### src/rtl/rlerr_pkg.sv
`timescale 1ns / 1ps
package rlerr_pkg;

    localparam int MAX_SIDE    = 512;
    localparam int QUEUE_DEPTH = 4;

    localparam int POS_W      = 10;
    localparam int CFG_IDX_W  = 3;
    localparam int CFG_DATA_W = 16;
    localparam int S_DATA_W   = 48;
    localparam int M_DATA_W   = 72;
    localparam int M_USER_W   = 2;

    // Register indexes on the configuration port.
    localparam logic [CFG_IDX_W-1:0] REG_ORIGIN_X     = 3'd0;
    localparam logic [CFG_IDX_W-1:0] REG_ORIGIN_Y     = 3'd1;
    localparam logic [CFG_IDX_W-1:0] REG_SCALE_FACTOR = 3'd2;
    localparam logic [CFG_IDX_W-1:0] REG_TILT_PERCENT = 3'd3;
    localparam logic [CFG_IDX_W-1:0] REG_IMAGE_WIDTH  = 3'd4;
    localparam logic [CFG_IDX_W-1:0] REG_IMAGE_HEIGHT = 3'd5;

    // floor(v / 10) == (v * 6554) >> 16 for v below 16384.
    localparam logic [15:0] TENTH_MUL   = 16'd6554;
    localparam int          TENTH_SHIFT = 16;
    // floor(v / 100) == (v * 167773) >> 24 for v below 2^17.
    localparam logic [17:0] HUNDREDTH_MUL   = 18'd167773;
    localparam int          HUNDREDTH_SHIFT = 24;

    typedef enum logic [1:0] {
        KIND_RECT = 2'd0,
        KIND_OK   = 2'd1,
        KIND_FAIL = 2'd2
    } kind_t;

    typedef struct packed {
        logic signed [15:0] origin_x;
        logic signed [15:0] origin_y;
        logic [7:0]         scale_factor;
        logic signed [7:0]  tilt_percent;
        logic [POS_W-1:0]   image_width;
        logic [POS_W-1:0]   image_height;
    } cfg_t;

    // One classified run, handed from the front end to the drawing pipeline.
    typedef struct packed {
        logic             has_rect;
        logic             has_term;
        kind_t            term_kind;
        logic [15:0]      len;
        logic [15:0]      color;
        logic [POS_W-1:0] col;
        logic [POS_W-1:0] row;
    } entry_t;

endpackage

### src/rtl/rle_run_to_rect_rasterizer_unit.sv
`timescale 1ns / 1ps
// Run-length sprite rasterizer. Each request on the s_ stream is one run of an image
// (length, color, visibility, last marker); the block tracks column and row and returns
// on the m_ stream a scaled, sheared fill rectangle for each visible run, followed by a
// success or failure status when the image ends. A new run is accepted every clock the
// queue has room: the front end's column/row update is an add and compare. The drawing
// pipeline (three stages: multiplies, divide-by-100 of the shear, final adds) delivers
// one result per cycle unless stalled, so a run that yields both a rectangle and a
// status takes two transfers; a four-entry queue between the two parts absorbs that.
// Runs that are transparent and do not end the image produce nothing. There is no
// clearing pass after reset. Configuration registers are written through the cfg_ port,
// which is always ready, and must only be written while no results are outstanding.
module rle_run_to_rect_rasterizer_unit #(
    parameter int QUEUE_DEPTH = rlerr_pkg::QUEUE_DEPTH
) (
    input  logic                              aclk,
    input  logic                              aresetn,
    input  logic                              s_tvalid,
    output logic                              s_tready,
    // run_length [15:0], run_color [31:16], visible_word [47:32]
    input  logic [rlerr_pkg::S_DATA_W-1:0]    s_tdata,
    input  logic                              s_tlast,
    output logic                              m_tvalid,
    input  logic                              m_tready,
    // rect_x [15:0], rect_y [31:16], rect_width [47:32], rect_height [55:48],
    // rect_color [71:56]
    output logic [rlerr_pkg::M_DATA_W-1:0]    m_tdata,
    // kind [1:0]
    output logic [rlerr_pkg::M_USER_W-1:0]    m_tuser,
    output logic                              m_tlast,
    input  logic                              cfg_valid,
    output logic                              cfg_ready,
    input  logic [rlerr_pkg::CFG_IDX_W-1:0]   cfg_index,
    input  logic [rlerr_pkg::CFG_DATA_W-1:0]  cfg_data
);
    import rlerr_pkg::*;

    cfg_t   cfg_reg;
    logic   push, q_full, q_empty, pop;
    entry_t push_entry, pop_entry;

    assign cfg_ready = 1'b1;

    always_ff @(posedge aclk) begin
        if (!aresetn) begin
            cfg_reg.origin_x     <= '0;
            cfg_reg.origin_y     <= '0;
            cfg_reg.scale_factor <= 8'd1;
            cfg_reg.tilt_percent <= '0;
            cfg_reg.image_width  <= POS_W'(1);
            cfg_reg.image_height <= POS_W'(1);
        end else if (cfg_valid && cfg_ready) begin
            case (cfg_index)
                REG_ORIGIN_X:     cfg_reg.origin_x     <= cfg_data;
                REG_ORIGIN_Y:     cfg_reg.origin_y     <= cfg_data;
                REG_SCALE_FACTOR: cfg_reg.scale_factor <= cfg_data[7:0];
                REG_TILT_PERCENT: cfg_reg.tilt_percent <= cfg_data[7:0];
                REG_IMAGE_WIDTH:  cfg_reg.image_width  <= cfg_data[POS_W-1:0];
                REG_IMAGE_HEIGHT: cfg_reg.image_height <= cfg_data[POS_W-1:0];
                default: ;
            endcase
        end
    end

    rlerr_front u_front (
        .aclk       (aclk),
        .aresetn    (aresetn),
        .cfg        (cfg_reg),
        .s_tvalid   (s_tvalid),
        .s_tready   (s_tready),
        .s_tdata    (s_tdata),
        .s_tlast    (s_tlast),
        .q_full     (q_full),
        .push       (push),
        .push_entry (push_entry)
    );

    rlerr_queue #(
        .DEPTH (QUEUE_DEPTH)
    ) u_queue (
        .aclk       (aclk),
        .aresetn    (aresetn),
        .push       (push),
        .push_entry (push_entry),
        .full       (q_full),
        .pop        (pop),
        .pop_entry  (pop_entry),
        .empty      (q_empty)
    );

    rlerr_back u_back (
        .aclk      (aclk),
        .aresetn   (aresetn),
        .cfg       (cfg_reg),
        .pop_entry (pop_entry),
        .q_empty   (q_empty),
        .pop       (pop),
        .m_tvalid  (m_tvalid),
        .m_tready  (m_tready),
        .m_tdata   (m_tdata),
        .m_tuser   (m_tuser),
        .m_tlast   (m_tlast)
    );

endmodule

### src/rtl/rlerr_front.sv
`timescale 1ns / 1ps
module rlerr_front (
    input  logic                            aclk,
    input  logic                            aresetn,
    input  rlerr_pkg::cfg_t                 cfg,
    input  logic                            s_tvalid,
    output logic                            s_tready,
    input  logic [rlerr_pkg::S_DATA_W-1:0]  s_tdata,
    input  logic                            s_tlast,
    input  logic                            q_full,
    output logic                            push,
    output rlerr_pkg::entry_t               push_entry
);
    import rlerr_pkg::*;

    logic [POS_W-1:0] col_reg, col_next;
    logic [POS_W-1:0] row_reg, row_next;
    logic             ended_reg, ended_next;

    logic             accept;
    logic [15:0]      len;
    logic             visible;
    logic [16:0]      sum;
    logic             geom_bad;
    logic             run_bad;
    logic             wrap;
    logic [POS_W-1:0] col_adv;
    logic [POS_W-1:0] row_adv;

    assign s_tready = !q_full;
    assign accept   = s_tvalid && s_tready;

    always_comb begin
        len      = s_tdata[15:0];
        visible  = |s_tdata[47:32];
        sum      = {7'b0, col_reg} + {1'b0, len};
        geom_bad = (cfg.image_width == '0) || (cfg.image_height == '0) ||
                   (int'(cfg.image_width) > MAX_SIDE) ||
                   (int'(cfg.image_height) > MAX_SIDE);
        run_bad  = (row_reg >= cfg.image_height) || (len == 16'd0) ||
                   (sum > {7'b0, cfg.image_width});
        // When the run is good the new column never exceeds the row width.
        wrap     = (sum[POS_W-1:0] == cfg.image_width);
        col_adv  = wrap ? '0 : sum[POS_W-1:0];
        row_adv  = wrap ? row_reg + 1'b1 : row_reg;

        col_next   = col_reg;
        row_next   = row_reg;
        ended_next = ended_reg;
        push       = 1'b0;

        push_entry.has_rect  = 1'b0;
        push_entry.has_term  = 1'b0;
        push_entry.term_kind = KIND_FAIL;
        push_entry.len       = len;
        push_entry.color     = s_tdata[31:16];
        push_entry.col       = col_reg;
        push_entry.row       = row_reg;

        if (accept) begin
            if (ended_reg) begin
                if (s_tlast) begin
                    col_next   = '0;
                    row_next   = '0;
                    ended_next = 1'b0;
                end
            end else if (geom_bad || run_bad) begin
                push_entry.has_term = 1'b1;
                col_next            = '0;
                row_next            = '0;
                ended_next          = !s_tlast;
            end else begin
                push_entry.has_rect = visible;
                if (row_adv == cfg.image_height) begin
                    push_entry.has_term  = 1'b1;
                    push_entry.term_kind = KIND_OK;
                    col_next             = '0;
                    row_next             = '0;
                    ended_next           = !s_tlast;
                end else if (s_tlast) begin
                    push_entry.has_term = 1'b1;
                    col_next            = '0;
                    row_next            = '0;
                end else begin
                    col_next = col_adv;
                    row_next = row_adv;
                end
            end
            push = push_entry.has_rect || push_entry.has_term;
        end
    end

    always_ff @(posedge aclk) begin
        if (!aresetn) begin
            col_reg   <= '0;
            row_reg   <= '0;
            ended_reg <= 1'b0;
        end else begin
            col_reg   <= col_next;
            row_reg   <= row_next;
            ended_reg <= ended_next;
        end
    end

endmodule

### src/rtl/rlerr_queue.sv
`timescale 1ns / 1ps
module rlerr_queue #(
    parameter int DEPTH = rlerr_pkg::QUEUE_DEPTH
) (
    input  logic              aclk,
    input  logic              aresetn,
    input  logic              push,
    input  rlerr_pkg::entry_t push_entry,
    output logic              full,
    input  logic              pop,
    output rlerr_pkg::entry_t pop_entry,
    output logic              empty
);
    import rlerr_pkg::*;

    localparam int PTR_W = (DEPTH > 1) ? $clog2(DEPTH) : 1;
    localparam int CNT_W = $clog2(DEPTH + 1);

    entry_t           slots_reg [DEPTH];
    logic [PTR_W-1:0] wr_ptr_reg, wr_ptr_next;
    logic [PTR_W-1:0] rd_ptr_reg, rd_ptr_next;
    logic [CNT_W-1:0] cnt_reg, cnt_next;
    logic             do_push, do_pop;

    assign full      = (cnt_reg == CNT_W'(DEPTH));
    assign empty     = (cnt_reg == '0);
    assign pop_entry = slots_reg[rd_ptr_reg];
    assign do_push   = push && !full;
    assign do_pop    = pop && !empty;

    always_comb begin
        wr_ptr_next = wr_ptr_reg;
        rd_ptr_next = rd_ptr_reg;
        cnt_next    = cnt_reg;
        if (do_push) begin
            wr_ptr_next = (wr_ptr_reg == PTR_W'(DEPTH - 1)) ? '0 : wr_ptr_reg + 1'b1;
        end
        if (do_pop) begin
            rd_ptr_next = (rd_ptr_reg == PTR_W'(DEPTH - 1)) ? '0 : rd_ptr_reg + 1'b1;
        end
        if (do_push && !do_pop) begin
            cnt_next = cnt_reg + 1'b1;
        end else if (do_pop && !do_push) begin
            cnt_next = cnt_reg - 1'b1;
        end
    end

    always_ff @(posedge aclk) begin
        if (!aresetn) begin
            wr_ptr_reg <= '0;
            rd_ptr_reg <= '0;
            cnt_reg    <= '0;
        end else begin
            wr_ptr_reg <= wr_ptr_next;
            rd_ptr_reg <= rd_ptr_next;
            cnt_reg    <= cnt_next;
        end
    end

    always_ff @(posedge aclk) begin
        if (do_push) begin
            slots_reg[wr_ptr_reg] <= push_entry;
        end
    end

endmodule

### src/rtl/rlerr_back.sv
`timescale 1ns / 1ps
module rlerr_back (
    input  logic                            aclk,
    input  logic                            aresetn,
    input  rlerr_pkg::cfg_t                 cfg,
    input  rlerr_pkg::entry_t               pop_entry,
    input  logic                            q_empty,
    output logic                            pop,
    output logic                            m_tvalid,
    input  logic                            m_tready,
    output logic [rlerr_pkg::M_DATA_W-1:0]  m_tdata,
    output logic [rlerr_pkg::M_USER_W-1:0]  m_tuser,
    output logic                            m_tlast
);
    import rlerr_pkg::*;

    // Anchor row height*9/10, recomputed from the register every cycle.
    logic [13:0]      h9;
    logic [29:0]      anchor_prod;
    logic [POS_W-1:0] anchor_reg;

    // Stage A: products.
    logic               a_v_reg;
    logic               a_rect_reg, a_term_reg;
    kind_t              a_kind_reg;
    logic [15:0]        a_color_reg, a_w_reg, a_colx_reg, a_rowy_reg;
    logic signed [18:0] a_prod_reg;
    logic signed [10:0] diff;
    logic signed [18:0] tilt_prod;
    logic [17:0]        col_scaled, row_scaled;
    logic [23:0]        len_scaled;

    // Stage B: division of the shear by 100.
    logic               b_v_reg;
    logic               b_rect_reg, b_term_reg;
    kind_t              b_kind_reg;
    logic [15:0]        b_color_reg, b_w_reg, b_colx_reg, b_rowy_reg;
    logic               b_neg_reg;
    logic [35:0]        b_qp_reg;
    logic [18:0]        mag_full;

    // Output slot: a pending rectangle and/or a pending status.
    logic               slot_v_reg;
    logic               slot_rect_reg, slot_term_reg;
    kind_t              slot_kind_reg;
    logic [15:0]        slot_x_reg, slot_y_reg, slot_w_reg, slot_color_reg;
    logic [7:0]         slot_h_reg;
    logic [10:0]        quot;
    logic [15:0]        shift;
    logic               out_hs, slot_done, en;

    assign h9          = {1'b0, cfg.image_height, 3'b0} + {4'b0, cfg.image_height};
    assign anchor_prod = h9 * TENTH_MUL;

    always_ff @(posedge aclk) begin
        anchor_reg <= anchor_prod[TENTH_SHIFT +: POS_W];
    end

    assign out_hs    = m_tvalid && m_tready;
    assign slot_done = out_hs && m_tlast;
    assign en        = !slot_v_reg || slot_done;
    assign pop       = en && !q_empty;

    always_comb begin
        diff       = $signed({1'b0, pop_entry.row}) - $signed({1'b0, anchor_reg});
        tilt_prod  = diff * cfg.tilt_percent;
        col_scaled = pop_entry.col * cfg.scale_factor;
        row_scaled = pop_entry.row * cfg.scale_factor;
        len_scaled = pop_entry.len * cfg.scale_factor;
        mag_full   = a_prod_reg[18] ? 19'(-a_prod_reg) : 19'(a_prod_reg);
        quot       = b_qp_reg[HUNDREDTH_SHIFT +: 11];
        shift      = b_neg_reg ? 16'(-{5'b0, quot}) : {5'b0, quot};
    end

    always_ff @(posedge aclk) begin
        if (!aresetn) begin
            a_v_reg    <= 1'b0;
            b_v_reg    <= 1'b0;
            slot_v_reg <= 1'b0;
        end else if (en) begin
            a_v_reg    <= !q_empty;
            b_v_reg    <= a_v_reg;
            slot_v_reg <= b_v_reg;
        end
    end

    always_ff @(posedge aclk) begin
        if (en) begin
            a_rect_reg  <= pop_entry.has_rect;
            a_term_reg  <= pop_entry.has_term;
            a_kind_reg  <= pop_entry.term_kind;
            a_color_reg <= pop_entry.color;
            a_w_reg     <= len_scaled[15:0];
            a_colx_reg  <= col_scaled[15:0];
            a_rowy_reg  <= row_scaled[15:0];
            a_prod_reg  <= tilt_prod;

            b_rect_reg  <= a_rect_reg;
            b_term_reg  <= a_term_reg;
            b_kind_reg  <= a_kind_reg;
            b_color_reg <= a_color_reg;
            b_w_reg     <= a_w_reg;
            b_colx_reg  <= a_colx_reg;
            b_rowy_reg  <= a_rowy_reg;
            b_neg_reg   <= a_prod_reg[18];
            b_qp_reg    <= mag_full[17:0] * HUNDREDTH_MUL;

            slot_term_reg  <= b_term_reg;
            slot_kind_reg  <= b_kind_reg;
            slot_x_reg     <= cfg.origin_x + shift + b_colx_reg;
            slot_y_reg     <= cfg.origin_y + b_rowy_reg;
            slot_w_reg     <= b_w_reg;
            slot_h_reg     <= cfg.scale_factor;
            slot_color_reg <= b_color_reg;
        end
    end

    // The rectangle goes out first; once it is taken only the status remains.
    always_ff @(posedge aclk) begin
        if (!aresetn) begin
            slot_rect_reg <= 1'b0;
        end else if (en) begin
            slot_rect_reg <= b_v_reg && b_rect_reg;
        end else if (out_hs) begin
            slot_rect_reg <= 1'b0;
        end
    end

    always_comb begin
        m_tvalid = slot_v_reg;
        if (slot_rect_reg) begin
            m_tuser = KIND_RECT;
            m_tdata = {slot_color_reg, slot_h_reg, slot_w_reg, slot_y_reg, slot_x_reg};
            m_tlast = !slot_term_reg;
        end else begin
            m_tuser = slot_kind_reg;
            m_tdata = '0;
            m_tlast = 1'b1;
        end
    end

endmodule

### config.mk
export PLATFORM = sky130hd
export DESIGN_NAME = rle_run_to_rect_rasterizer_unit
export DESIGN_NICKNAME = d
export VERILOG_FILES = /design/src/rtl/rlerr_pkg.sv /design/src/rtl/rle_run_to_rect_rasterizer_unit.sv /design/src/rtl/rlerr_front.sv /design/src/rtl/rlerr_queue.sv /design/src/rtl/rlerr_back.sv
export SDC_FILE = /design/constraint.sdc
export NUM_CORES = 2
export LEC_CHECK = 0
export ABC_AREA = 1
export BUFFER_PORTS_ARGS = -buffer_cell sky130_fd_sc_hd__clkbuf_2
export CAP_MARGIN = 20
export CORE_ASPECT_RATIO = 0.9
export CORE_UTILIZATION = 50
export CTS_BUF_LIST = sky130_fd_sc_hd__clkbuf_2 sky130_fd_sc_hd__clkbuf_4 sky130_fd_sc_hd__clkbuf_8
export DETAILED_ROUTE_END_ITERATION = 10
export GPL_TIMING_DRIVEN = 0
export PLACE_DENSITY = 0.77
export SYNTH_ARGS = -nofsm -noshare
export SYNTH_HDL_FRONTEND = slang
export SYNTH_SLANG_ARGS = --single-unit
export TNS_END_PERCENT = 100
### constraint.sdc
create_clock -name aclk -period 16.1 [get_ports aclk]
set_clock_uncertainty 0.1 [all_clocks]
set_input_delay 3.22 -clock aclk [delete_from_list [all_inputs] [get_ports aclk]]
set_output_delay 3.22 -clock aclk [all_outputs]
set_load 0.05 [all_outputs]
==> metrics.yaml <==
timing:
  relSlewSlack_pct: 22.3
  finalSetupViolCount: 0
  grt_setup_unrepaired: "no"
  hold_viol_final: 0
  finalCritPeriodShare_pct: 55.3
  period_needed_ns: 8.90
  report.final.slew_viol_count: 0
  worst_pin_slew_ns: 1.17
  maxClockFrequency_mhz: 112
  tns_ns: 0
synthesis:
  avgSynthCellArea_um2: 9.49
  syn_inst: 4718
  synthFlopType: "edfxtp_1"
  synth_common_cells: "993 x inv_1, 769 x nand2_1, 466 x edfxtp_1"
  ys_ff_latch: 578
  synth_top_cell_area_share_pct: 31.3
  synth_edf_count: 466
  netlist_area_um2: 44800
  yosys-top-cells-area: "edfxtp_1 31%, fa_1 19%, ha_1 12%"
  synth_fp_nets: 5646
  synth.most_common_cell: "inv_1"
  synth_cell_types: 58
  yosysSeqAreaShare_pct: 36.3
  yosysWarnings: 0
  synth_area_leader_cell: "edfxtp_1"
  async_reset_ff_share_pct: 0
critical_path:
  cp_slowest_stage_delay_ns: 0.75
  crit_fanout: 10
  crit_arrival_ns: 9.25
  path_common_cell: "nand2_1"
  crit_type: "register to register"
  crit_path_end_kind: "register"
  start_kind: "register"
  required_ns: 16.45
  cp_slowest_cell: "buf_1"
  ff2ff_path_depth: 35
clock_network:
  clockBufferDepth: 3
  hold_buffers: 0
  cts_num_sinks: 578
  ctsResizeCount: 0
  cts_made_buffers: 91
  tritoncts: "yes"
  clk_latency_ns: 0.75
  cts-root-buf: "clkbuf_8"
  cts_setup_buffers: 0
  htree_levels: 3
  clk_pin_slew_worst_paths_ns: 0.07
drt:
  avgRoutedWirePerCell_um: 17.1
  drt-total-wl_um: 106000
  drt_first_pass_iters: 6
  top_layer: "met5"
  drt_iter0_drc: 2670
  drc: 0
  met3RoutedLength_um: 10500
  drt-met1-wl_um: 44000
  wl_met2_um: 48700
  vias: 32605
  final_antenna_net_count: 0
  vias_per_cell: 5.25
final_layout:
  fin_nets: 5901
  largest_register_ffs: 224
  design_area_um2: 49200
  area_delta_synth_final_pct: 9.85
  drive_gt1_share_pct: 7.07
floorplan:
  dieArea_um2: 90700
  die_width_um: 317
  ioPinCount: 151
  start_util_pct: 50.8
  fp-row-count: 103
  die_h_um: 286
  placeableCoreArea_um2: 88100
grt:
  grt_max_degree: 77
  grt-ovfl-total: 0
  grt_pass1_wl_um: 168000
  track_usage_pct: 23.5
  grt_pass1_vias: 32386
  antenna_found_initial: 5
hold_path:
  worstHoldPathType: "register to register"
  holdPathStages: 0
outcome:
  outcome: "finished clean"
placed_design:
  dpl-instance-area_um2: 47300
  gp_congestion: 0.950
  dp_hpwl_um: 82900
  portBuffers: 149
run:
  maxCapViolCount: 0
==> cells by family after synthesis <==
family	Yosys count	synth area share, %
fa+ha+maj	855	30.9
xor+xnor	191	3.86
simple gates	1468	13.4
compound gates	515	6.20
other cells	1	0.00838
buf+inv	1110	9.40
flops	578	36.3
==> path summary, 6_finish.rpt <==
kind                        startpoint                 endpoint  slack [ns]
setup / recovery              register    u_back.a_prod_reg[17]        7.20
setup reg to reg              register    u_back.a_prod_reg[17]        7.20
hold / removal    u_back.b_kind_reg[0]  u_back.slot_kind_reg[0]        0.29
hold reg to reg   u_back.b_kind_reg[0]  u_back.slot_kind_reg[0]        0.29
==> final cells by class <==
cell class	count	area, µm²
well taps	1155	1450
plain buffers	98	403
diodes	4	10.0
repair buffers	162	1020
flip-flops and latches	578	16200
clock buffers	110	1410
multi-input cells	3030	24400
inverters	1012	3800
fillers	7505	39000
clock inverters	58	480
==> per-layer routing <==
metal  GRT usage [%]  vias to the layer above
met3            6.22                      180
met4            6.12                        6
met2            38.3                     1328
met1            31.1                    15593
li1                -                    15498
met5               0                        -
==> stage by stage <==
step | std cells | setup WS [ns] | hold slack (ns) | utilization (%)
after floorplan | 4718 | 5.41 | 0.300 | -
after global placement | 6022 | 1.77 | 0.300 | 53.3
after detailed placement | 6033 | 7.38 | 0.305 | 53.6
after CTS | 6201 | 7.33 | 0.293 | 55.8
after global routing | 6203 | 6.64 | 0.293 | 55.8
final | 6207 | 7.20 | 0.290 | 55.8
==> worst max-delay path: cells and delay by family (launching register included) <==
kind,cells,cell delay (ns)
xor+xnor,1,0.45
buf+inv,8,2.00
simple gates,12,1.57
compound gates,8,1.46
flops,1,0.36
fa+ha+maj,6,2.65
==> cell usage in the layout, fill, tap and decap left out, types with 112 or more instances in the layout <==
master	synthesis	layout
a21oi_1	239	239
nor2_1	435	435
nand3_1	167	167
nand2_1	769	768
fa_1	417	417
o21ai_0	187	187
clkbuf_2	0	149
inv_1	993	993
ha_1	438	438
xor2_1	128	128
dfxtp_1	112	112
edfxtp_1	466	466
Power is not shown: default switching activity piles up to over one toggle a cycle in this logic, so the estimate is an artifact.
